==> config.mk <==
export PLATFORM = sky130hd
export DESIGN_NAME = bark_bite_watchdog_timer
export DESIGN_NICKNAME = d
export VERILOG_FILES = /design/src/hdl/bbwdt_pkg.sv /design/src/hdl/bark_bite_watchdog_timer.sv
export SDC_FILE = /design/constraint.sdc
export NUM_CORES = 1
export LEC_CHECK = 0
export BUFFER_PORTS_ARGS = -buffer_cell sky130_fd_sc_hd__buf_2
export CORE_ASPECT_RATIO = 1.25
export CORE_MARGIN = 5
export CORE_UTILIZATION = 47
export DETAILED_ROUTE_END_ITERATION = 12
export MAX_ROUTING_LAYER = met4
export PLACE_DENSITY = 0.7
export SLEW_MARGIN = 20
export SYNTH_ARGS = -nofsm -noshare
export SYNTH_HDL_FRONTEND = slang
export SYNTH_SLANG_ARGS = --single-unit
==> constraint.sdc <==
create_clock -name clk -period 2.9 [get_ports clk]
set_input_delay 0.435 -clock clk [delete_from_list [all_inputs] [get_ports clk]]
set_output_delay 0.435 -clock clk [all_outputs]
set_load 0.02 [all_outputs]
==> src/hdl/bbwdt_pkg.sv <==
// Shared types and constants for the bark/bite watchdog timer.
// Holds the counter width, the register offsets and the command codes.
// No dependencies.
package bbwdt_pkg;

  // Width of the counter and of the bark and bite times.
  localparam int COUNT_WIDTH = 20;

  // Field widths on the streams.
  localparam int CMD_WIDTH   = 2;
  localparam int ADDR_WIDTH  = 12;
  localparam int WDATA_WIDTH = 32;
  localparam int RDATA_WIDTH = 21;

  // Packed stream widths, rounded up to whole bytes.
  localparam int IN_DATA_BITS  = ADDR_WIDTH + WDATA_WIDTH;
  localparam int IN_DATA_WIDTH = ((IN_DATA_BITS + 7) / 8) * 8;
  localparam int OUT_DATA_BITS  = RDATA_WIDTH + 2;
  localparam int OUT_DATA_WIDTH = ((OUT_DATA_BITS + 7) / 8) * 8;

  // Register byte offsets.
  localparam logic [ADDR_WIDTH-1:0] OFS_RESET  = 12'h004;
  localparam logic [ADDR_WIDTH-1:0] OFS_ENABLE = 12'h008;
  localparam logic [ADDR_WIDTH-1:0] OFS_STATUS = 12'h00C;
  localparam logic [ADDR_WIDTH-1:0] OFS_BARK   = 12'h010;
  localparam logic [ADDR_WIDTH-1:0] OFS_BITE   = 12'h014;

  typedef enum logic [CMD_WIDTH-1:0] {
    CMD_TICK  = 2'd0,
    CMD_READ  = 2'd1,
    CMD_WRITE = 2'd2
  } cmd_t;

  typedef logic [COUNT_WIDTH-1:0] count_t;

endpackage

==> src/hdl/bark_bite_watchdog_timer.sv <==
// Bark/bite watchdog timer: counter, enable, bark and bite times behind a
// request stream of ticks, register reads and register writes.
// Depends on bbwdt_pkg.

// Usage
// Every request on the slave stream is a watchdog tick, a register read or a
// register write, chosen by s_axis_tuser. Each request gives exactly one result
// on the master stream: the read data (zero for ticks, writes and unmapped
// offsets) and the bark and bite levels as they stand after the request.
// The result is registered: a request that is accepted has its result on the master
// stream in the following cycle. Throughput is one request per cycle unless the
// receiver stalls; the watchdog state and the result register are both written at
// the accepting edge by a single pass of compare and increment logic.
// The result register is the only buffer. While the receiver stalls with a
// result pending, s_axis_tready is low; it is high whenever the result
// register is empty or is being emptied in the same cycle, so a steady stream
// flows without bubbles.
// A synchronous reset clears the counter, the enable bit, both times and the
// result valid flag. With the enable bit clear both outputs read zero; the
// counter holds its value while disabled and saturates at all ones.
module bark_bite_watchdog_timer
  import bbwdt_pkg::*;
(
  input  logic                      clk,
  input  logic                      rst,
  input  logic                      s_axis_tvalid,
  output logic                      s_axis_tready,
  // Fields from bit 0 up: address[11:0], write_data[43:12], zero fill.
  input  logic [IN_DATA_WIDTH-1:0]  s_axis_tdata,
  // Fields from bit 0 up: command[1:0].
  input  logic [CMD_WIDTH-1:0]      s_axis_tuser,
  output logic                      m_axis_tvalid,
  input  logic                      m_axis_tready,
  // Fields from bit 0 up: read_data[20:0], bark_irq[21], bite_reset[22], zero fill.
  output logic [OUT_DATA_WIDTH-1:0] m_axis_tdata
);

  // Watchdog state.
  count_t tick_count;
  logic   enable_bit;
  count_t bark_limit;
  count_t bite_limit;

  count_t tick_count_next;
  logic   enable_bit_next;
  count_t bark_limit_next;
  count_t bite_limit_next;

  // Result register.
  logic                   out_valid;
  logic [RDATA_WIDTH-1:0] out_read_data;
  logic                   out_bark;
  logic                   out_bite;

  logic [RDATA_WIDTH-1:0] read_data_next;
  logic                   bark_next;
  logic                   bite_next;

  // Unpacked request fields.
  cmd_t                   command;
  logic [ADDR_WIDTH-1:0]  address;
  logic [WDATA_WIDTH-1:0] write_data;
  logic                   accept;
  logic                   reset_write;

  // Zero-extended views used to build read values at any counter width.
  logic [WDATA_WIDTH:0]   status_wide;
  logic [WDATA_WIDTH:0]   bark_wide;
  logic [WDATA_WIDTH:0]   bite_wide;

  assign command    = cmd_t'(s_axis_tuser);
  assign address    = s_axis_tdata[ADDR_WIDTH-1:0];
  assign write_data = s_axis_tdata[ADDR_WIDTH +: WDATA_WIDTH];

  // A new request is taken whenever the result register is free or drains now.
  assign s_axis_tready = !out_valid || m_axis_tready;
  assign accept        = s_axis_tvalid && s_axis_tready;

  assign reset_write = (command == CMD_WRITE) && (address == OFS_RESET) && write_data[0];

  assign status_wide = (WDATA_WIDTH + 1)'({tick_count, 1'b0});
  assign bark_wide   = (WDATA_WIDTH + 1)'(bark_limit);
  assign bite_wide   = (WDATA_WIDTH + 1)'(bite_limit);

  // Next state and result for the request on the input.
  always_comb begin
    tick_count_next = tick_count;
    enable_bit_next = enable_bit;
    bark_limit_next = bark_limit;
    bite_limit_next = bite_limit;
    read_data_next  = '0;
    case (command)
      CMD_TICK: begin
        // Saturating count, only while enabled.
        if (enable_bit && (tick_count != '1)) begin
          tick_count_next = tick_count + count_t'(1);
        end
      end
      CMD_READ: begin
        case (address)
          OFS_ENABLE: read_data_next = RDATA_WIDTH'(enable_bit);
          OFS_STATUS: read_data_next = status_wide[RDATA_WIDTH-1:0];
          OFS_BARK:   read_data_next = bark_wide[RDATA_WIDTH-1:0];
          OFS_BITE:   read_data_next = bite_wide[RDATA_WIDTH-1:0];
          default:    read_data_next = '0;
        endcase
      end
      CMD_WRITE: begin
        case (address)
          OFS_RESET: begin
            if (write_data[0]) begin
              tick_count_next = '0;
            end
          end
          OFS_ENABLE: enable_bit_next = write_data[0];
          OFS_BARK:   bark_limit_next = write_data[COUNT_WIDTH-1:0];
          OFS_BITE:   bite_limit_next = write_data[COUNT_WIDTH-1:0];
          default: begin
          end
        endcase
      end
      default: begin
      end
    endcase
    // Both levels are taken from the state after this request.
    bark_next = enable_bit_next && (tick_count_next >= bark_limit_next);
    bite_next = enable_bit_next && (tick_count_next >= bite_limit_next);
  end

  always_ff @(posedge clk) begin
    if (rst) begin
      tick_count <= '0;
      enable_bit <= 1'b0;
      bark_limit <= '0;
      bite_limit <= '0;
      out_valid  <= 1'b0;
    end else begin
      if (accept) begin
        tick_count <= tick_count_next;
        enable_bit <= enable_bit_next;
        bark_limit <= bark_limit_next;
        bite_limit <= bite_limit_next;
        out_valid  <= 1'b1;
      end else if (m_axis_tready) begin
        out_valid <= 1'b0;
      end
    end
  end

  // Result payload needs no reset; it is qualified by out_valid.
  always_ff @(posedge clk) begin
    if (accept) begin
      out_read_data <= read_data_next;
      out_bark      <= bark_next;
      out_bite      <= bite_next;
    end
  end

  assign m_axis_tvalid = out_valid;
  assign m_axis_tdata  = OUT_DATA_WIDTH'({out_bite, out_bark, out_read_data});

  // A request always produces a pending result.
  assert property (@(posedge clk) disable iff (rst)
    accept |=> m_axis_tvalid)
    else $error("result missing after accepted request");

  // A reset write clears the counter.
  assert property (@(posedge clk) disable iff (rst)
    (accept && reset_write) |=> (tick_count == '0))
    else $error("counter not cleared by reset write");

  // Outside a reset write, the counter never goes down.
  assert property (@(posedge clk) disable iff (rst)
    (accept && !reset_write) |=> (tick_count >= $past(tick_count)))
    else $error("counter decreased without reset write");

  // An enabled, unsaturated tick adds exactly one.
  assert property (@(posedge clk) disable iff (rst)
    (accept && (command == CMD_TICK) && enable_bit && (tick_count != '1))
    |=> (tick_count == count_t'($past(tick_count) + count_t'(1))))
    else $error("tick did not advance counter by one");

  // A disabled watchdog reports neither bark nor bite.
  assert property (@(posedge clk) disable iff (rst)
    (accept && !enable_bit_next) |=> (!out_bark && !out_bite))
    else $error("bark or bite raised while disabled");

endmodule

Yosys cells after proc, flatten, opt, wreduce, memory -nomap -nowiden --
Index checks and enable logic that the tools add are counted.
Operators by class: add/subtract/negate cells 1, magnitude comparators 2, equal/unequal tests 8, mux-type cells 13, reductions and logical operators 8
Operators by type and width (number):
- $mux W20 | 7
- $pmux W21 S4 | 1
- $ge A20 B20 Y1 | 2
- $pmux W20 S2 | 1
- $eq A12 B4 Y1 const B | 2
- $eq A12 B5 Y1 const B | 2
- $add A20 B1 Y20 const B | 1
- $ne A20 B20 Y1 const B | 1
- $eq A12 B3 Y1 const B | 1
- $logic_and A1 B1 Y1 | 4
- $mux W1 | 4
- $eq A2 B1 Y1 const B | 1
- $eq A2 B2 Y1 const B | 1
- $logic_not A2 Y1 | 1
- $reduce_bool A2 Y1 | 1
- $logic_not A1 Y1 | 1
- $logic_or A1 B1 Y1 | 1
Storage, ports and cells: register bits 85, input port bits 54, word-level logic and storage cells 40

Longest topological paths before layout --
depth after elaboration 6, depth in mapped cells 13, depth with buffers taken out 12

Worst setup path after synthesis --
No wires, ideal clock.
path type input to register, from input s_axis_tdata[7], to register out_bark, data pin, library setup time 0.255 ns, arrival time 2.701 ns, slack -0.056 ns, stages on the path 11, path buffers 1, cells stage by stage nor4_1 -> nand4_1 -> nor2_1 -> buf_2 -> mux2_2 -> ha_1 -> nor3b_1 -> o21ai_0 -> a211oi_1 -> o311ai_0 -> and3_1
Between the ends: longest elaborated chain between the ends 5, elaborated cells between the ends (all ways) 11, classes of those cells order compare: 1; eq/ne: 3; mux: 6; reduce/logical: 1
Ends and longest elaborated chain:
- start, declared | RTL line bark_bite_watchdog_timer.sv:29 | input logic [IN_DATA_WIDTH-1:0] s_axis_tdata,
- $eq A12 B5 Y1 | RTL line bark_bite_watchdog_timer.sv:109 | case (address)
- $mux W20 | RTL line bark_bite_watchdog_timer.sv:109
- $mux W20 | RTL line bark_bite_watchdog_timer.sv:92 | case (command)
- net bark_limit_next[0] | RTL line bark_bite_watchdog_timer.sv:46 | count_t bark_limit_next;
- $ge A20 B20 Y1 | RTL line bark_bite_watchdog_timer.sv:126 | bark_next = enable_bit_next && (tick_count_next >= bark_limit_next);
- $logic_and A1 B1 Y1 | RTL line bark_bite_watchdog_timer.sv:126
- net bark_next | RTL line bark_bite_watchdog_timer.sv:56 | logic bark_next;
- end signal, assigned | RTL line bark_bite_watchdog_timer.sv:154 | out_bark <= bark_next;
- end, declared | RTL line bark_bite_watchdog_timer.sv:52 | logic out_bark;
The timed path passes the listed nets, and every way through them passes these cells. A chain may end at the register's enable or synchronous reset.

Worst setup path in the final report --
from register enable_bit, to register out_bite, data pin
Between the ends: longest elaborated chain between the ends 5, elaborated cells between the ends (all ways) 7, classes of those cells order compare: 1; mux: 4; reduce/logical: 2
Ends and longest elaborated chain:
- start, declared | RTL line bark_bite_watchdog_timer.sv:40 | logic enable_bit;
- start signal, assigned | RTL line bark_bite_watchdog_timer.sv:140 | enable_bit <= enable_bit_next;
- $logic_and A1 B1 Y1 | RTL line bark_bite_watchdog_timer.sv:95 | if (enable_bit && (tick_count != '1)) begin
- $mux W20 | RTL line bark_bite_watchdog_timer.sv:95
- $pmux W20 S2 | RTL line bark_bite_watchdog_timer.sv:92
- net tick_count_next[16] | RTL line bark_bite_watchdog_timer.sv:44 | count_t tick_count_next;
- $ge A20 B20 Y1 | RTL line bark_bite_watchdog_timer.sv:127 | bite_next = enable_bit_next && (tick_count_next >= bite_limit_next);
- $logic_and A1 B1 Y1 | RTL line bark_bite_watchdog_timer.sv:127
- net bite_next | RTL line bark_bite_watchdog_timer.sv:57 | logic bite_next;
- end signal, assigned | RTL line bark_bite_watchdog_timer.sv:155 | out_bite <= bite_next;
- end, declared | RTL line bark_bite_watchdog_timer.sv:53 | logic out_bite;
The timed path passes the listed nets, and every way through them passes these cells.

==> insert_results.sql <==
INSERT INTO impl_metrics (metric_group, metric, value, unit) VALUES
('status', 'status', 'complete, but fails checks', ''),
('status', 'failing_checks', 'negative setup slack', ''),
('critical_path', 'arrival', '3.04', 'ns'),
('floorplanning', 'floorplan.die.width', '108', 'um'),
('cts', 'clk_latency', '0.34', 'ns'),
('critical_path', 'critical_path.startpoint_type', 'register', ''),
('yosys', 'ys_seq_area_frac', '0.342', ''),
('cts', 'cts_hold_buf', '0', ''),
('route', 'remaining_antenna_violation_count_after_routing', '0', ''),
('timing', 'top_achievable_clock_speed', '0.340', 'GHz'),
('floorplanning', 'num_io_pins', '80', ''),
('route', 'count_of_unresolved_drc_violations_after_routing', '0', ''),
('yosys', 'postSynthNetCount', '733', ''),
('placement', 'hpwl', '13200', 'um'),
('critical_path', 'worst_path_most_repeated_cell', 'sky130_fd_sc_hd__a21o_1', ''),
('timing', 'slew_viol_final', '0', ''),
('cts', 'cts.clk_slew.worst_paths', '0.07', 'ns'),
('timing', 'setup_violations', '2', ''),
('final_layout', 'final_cells', '957', ''),
('cts', 'clk_path_buf_depth', '2', ''),
('global_route', 'grt_max_degree', '40', ''),
('placement', 'detailed_place.area', '6830', 'um^2'),
('floorplanning', 'die_extent_in_y', '132', 'um'),
('route', 'totalWireLength', '18500', 'um'),
('critical_path', 'data_required_time_of_the_worst_path', '2.99', 'ns'),
('yosys', 'synth.avg_cell_area', '8.84', 'um^2'),
('critical_path', 'timing_worst_setup_path_type', 'register to register', ''),
('worst_hold_path', 'hold_class', 'primary input to register', ''),
('timing', 'worstMarginPinSlew', '0.895', 'ns'),
('cts', 'h_tree_depth_reported_by_cts', '3', ''),
('yosys', 'post-synth-top-count-cell', 'sky130_fd_sc_hd__mux2i_1', ''),
('route', 'via_per_inst', '5.87', ''),
('timing', 'setup_ws', '-0.0428', 'ns'),
('critical_path', 'worst_path_largest_cell_delay', '0.47', 'ns'),
('yosys', 'synth.distinct_cells', '55', ''),
('critical_path', 'setup.worst_path.end_class', 'register', ''),
('yosys', 'synthesis.yosys.warnings', '0', ''),
('placement', 'placed_cells', '921', ''),
('global_route', 'antenna_violations_before_repair', '0', ''),
('final_layout', 'fillerInstances', '977', ''),
('power', 'power_density', '338', 'nW/um^2'),
('route', 'via_count', '5616', ''),
('route', 'met2WireLength', '9220', 'um'),
('floorplanning', 'die_area', '14300', 'um^2'),
('yosys', 'synth_commonest_cells', 'sky130_fd_sc_hd__mux2i_1 (82), sky130_fd_sc_hd__nand2_1 (77), sky130_fd_sc_hd__dfxtp_1 (62)', ''),
('placement', 'numPortBuffers', '62', ''),
('final_layout', 'area_growth', '38.0', '%'),
('timing', 'timing.final.crit_share', '1.01', ''),
('floorplanning', 'fp-row-count', '44', ''),
('floorplanning', 'floorplan.initialDensity', '0.483', ''),
('cts', 'cts.sinks', '85', ''),
('floorplanning', 'core_region_area', '11700', 'um^2'),
('final_layout', 'nets', '886', ''),
('yosys', 'yosys_register_bits', '85', ''),
('timing', 'timing.final.hold_violations', '0', ''),
('yosys', 'syn-instance-count', '638', ''),
('final_layout', 'finish.instance_area', '7790', 'um^2'),
('timing', 'skew', '0.00921', 'ns'),
('yosys', 'synth_top_cell_by_area', 'sky130_fd_sc_hd__dfxtp_1', ''),
('power', 'p_leak', '2.94', 'nW'),
('critical_path', 'crit_path_top_delay_cell', 'sky130_fd_sc_hd__or4_4', ''),
('timing', 'setup_total_negative_slack', '-0.0568', 'ns'),
('final_layout', 'diodes', '0', ''),
('final_layout', 'final_layout_size_suffix_gt1_frac', '0.383', ''),
('yosys', 'netlist_top_cells_area', 'sky130_fd_sc_hd__dfxtp_1 (22%), sky130_fd_sc_hd__mux2i_1 (15%), sky130_fd_sc_hd__edfxtp_1 (12%)', ''),
('timing', 'grt_setup_unrepaired', 'yes', ''),
('timing', 'max-slew-margin-rel', '0.403', ''),
('placement', 'gp_routability_congestion', '0.918', ''),
('yosys', 'synth-edff-count', '23', ''),
('yosys', 'mappedNetlistArea', '5640', 'um^2'),
('route', 'm1WireLength', '7660', 'um');
==> layout by cell type (no fill, tap or decap), types with 13 or more instances in the layout <==
cell / count
sky130_fd_sc_hd__buf_4: 122
sky130_fd_sc_hd__a2bb2oi_1: 19
sky130_fd_sc_hd__nand2_1: 74
sky130_fd_sc_hd__buf_2: 62
sky130_fd_sc_hd__a21oi_1: 28
sky130_fd_sc_hd__a31oi_1: 13
sky130_fd_sc_hd__mux2i_1: 79
sky130_fd_sc_hd__ha_1: 29
sky130_fd_sc_hd__nor2_1: 50
sky130_fd_sc_hd__nand3_1: 21
sky130_fd_sc_hd__dfxtp_1: 52
sky130_fd_sc_hd__nand4_1: 15
sky130_fd_sc_hd__edfxtp_1: 23
==> flip-flops by register name, indices dropped and copies added, names as in the netlist <==
name           flops
out_read_data     21
bark_limit        20
bite_limit        20
tick_count        20
enable_bit         1
m_axis_tvalid      1
out_bark           1
out_bite           1
==> layer usage <==
layer,global-route usage,vias up
li1,-,2683
met1,0.326,2693
met2,0.441,197
met3,0.0341,43
met4,0.114,0
met5,-,-
==> logic make-up (layout without fill, tap and decap cells) <==
family                     Yosys count  count (layout)  synth area share
and+or+nand+nor                    241             241             0.214
AOI/OAI and AO/OA                  129             129             0.157
muxes                               86              86             0.153
DFF                                 85              85             0.342
buffers and inverters               55             213            0.0421
adders and majority gates           41              41            0.0909
other                                1               1          0.000665
==> final timing paths <==
path / from / end / slack (ns) / cells after the start
max: enable_bit / out_bite / -0.04 / 11
min: s_axis_tvalid / m_axis_tvalid / 0.35 / 3
max reg2reg: enable_bit / out_bite / -0.04 / 11
min reg2reg: bark_limit[17] / bark_limit[17] / 0.47 / 2
==> power by group <==
part           internal, mW  switching (mW)
clock                 0.750           0.485
combinational        0.0536           0.106
sequential             1.23         0.00421
==> worst register-to-register path: cells and delay by family (launching register included) <==
family                   cells  cell delay [ns]
flip-flops                   1             0.35
AO/OA/AOI/OAI                5             0.84
buffers and inverters        1             0.14
multiplexers                 1             0.12
adder cells (fa/ha/maj)      1             0.20
AND/OR/NAND/NOR              3             1.06
==> cell type report <==
type	instances	area [um^2]	share of cell area
Clock inverter	7	90.1	0.0116
Clock buffer	9	225	0.0289
Tap cell	161	201	0.0259
Sequential cell	85	1950	0.250
Timing Repair Buffer	191	1320	0.170
Multi-Input combinational cell	498	3980	0.511
Inverter	6	22.5	0.00289
==> repair_timing <==
item / CTS / global route
resized for setup: 82 / 36
cloned: 0 / 0
setup buffers: 12 / 9
hold endpoints to repair: 0 / 0
pin swaps: 29 / 34
endpoints found under the setup margin: 2 / 2
Note: power is estimated with default switching activity, not from simulation.
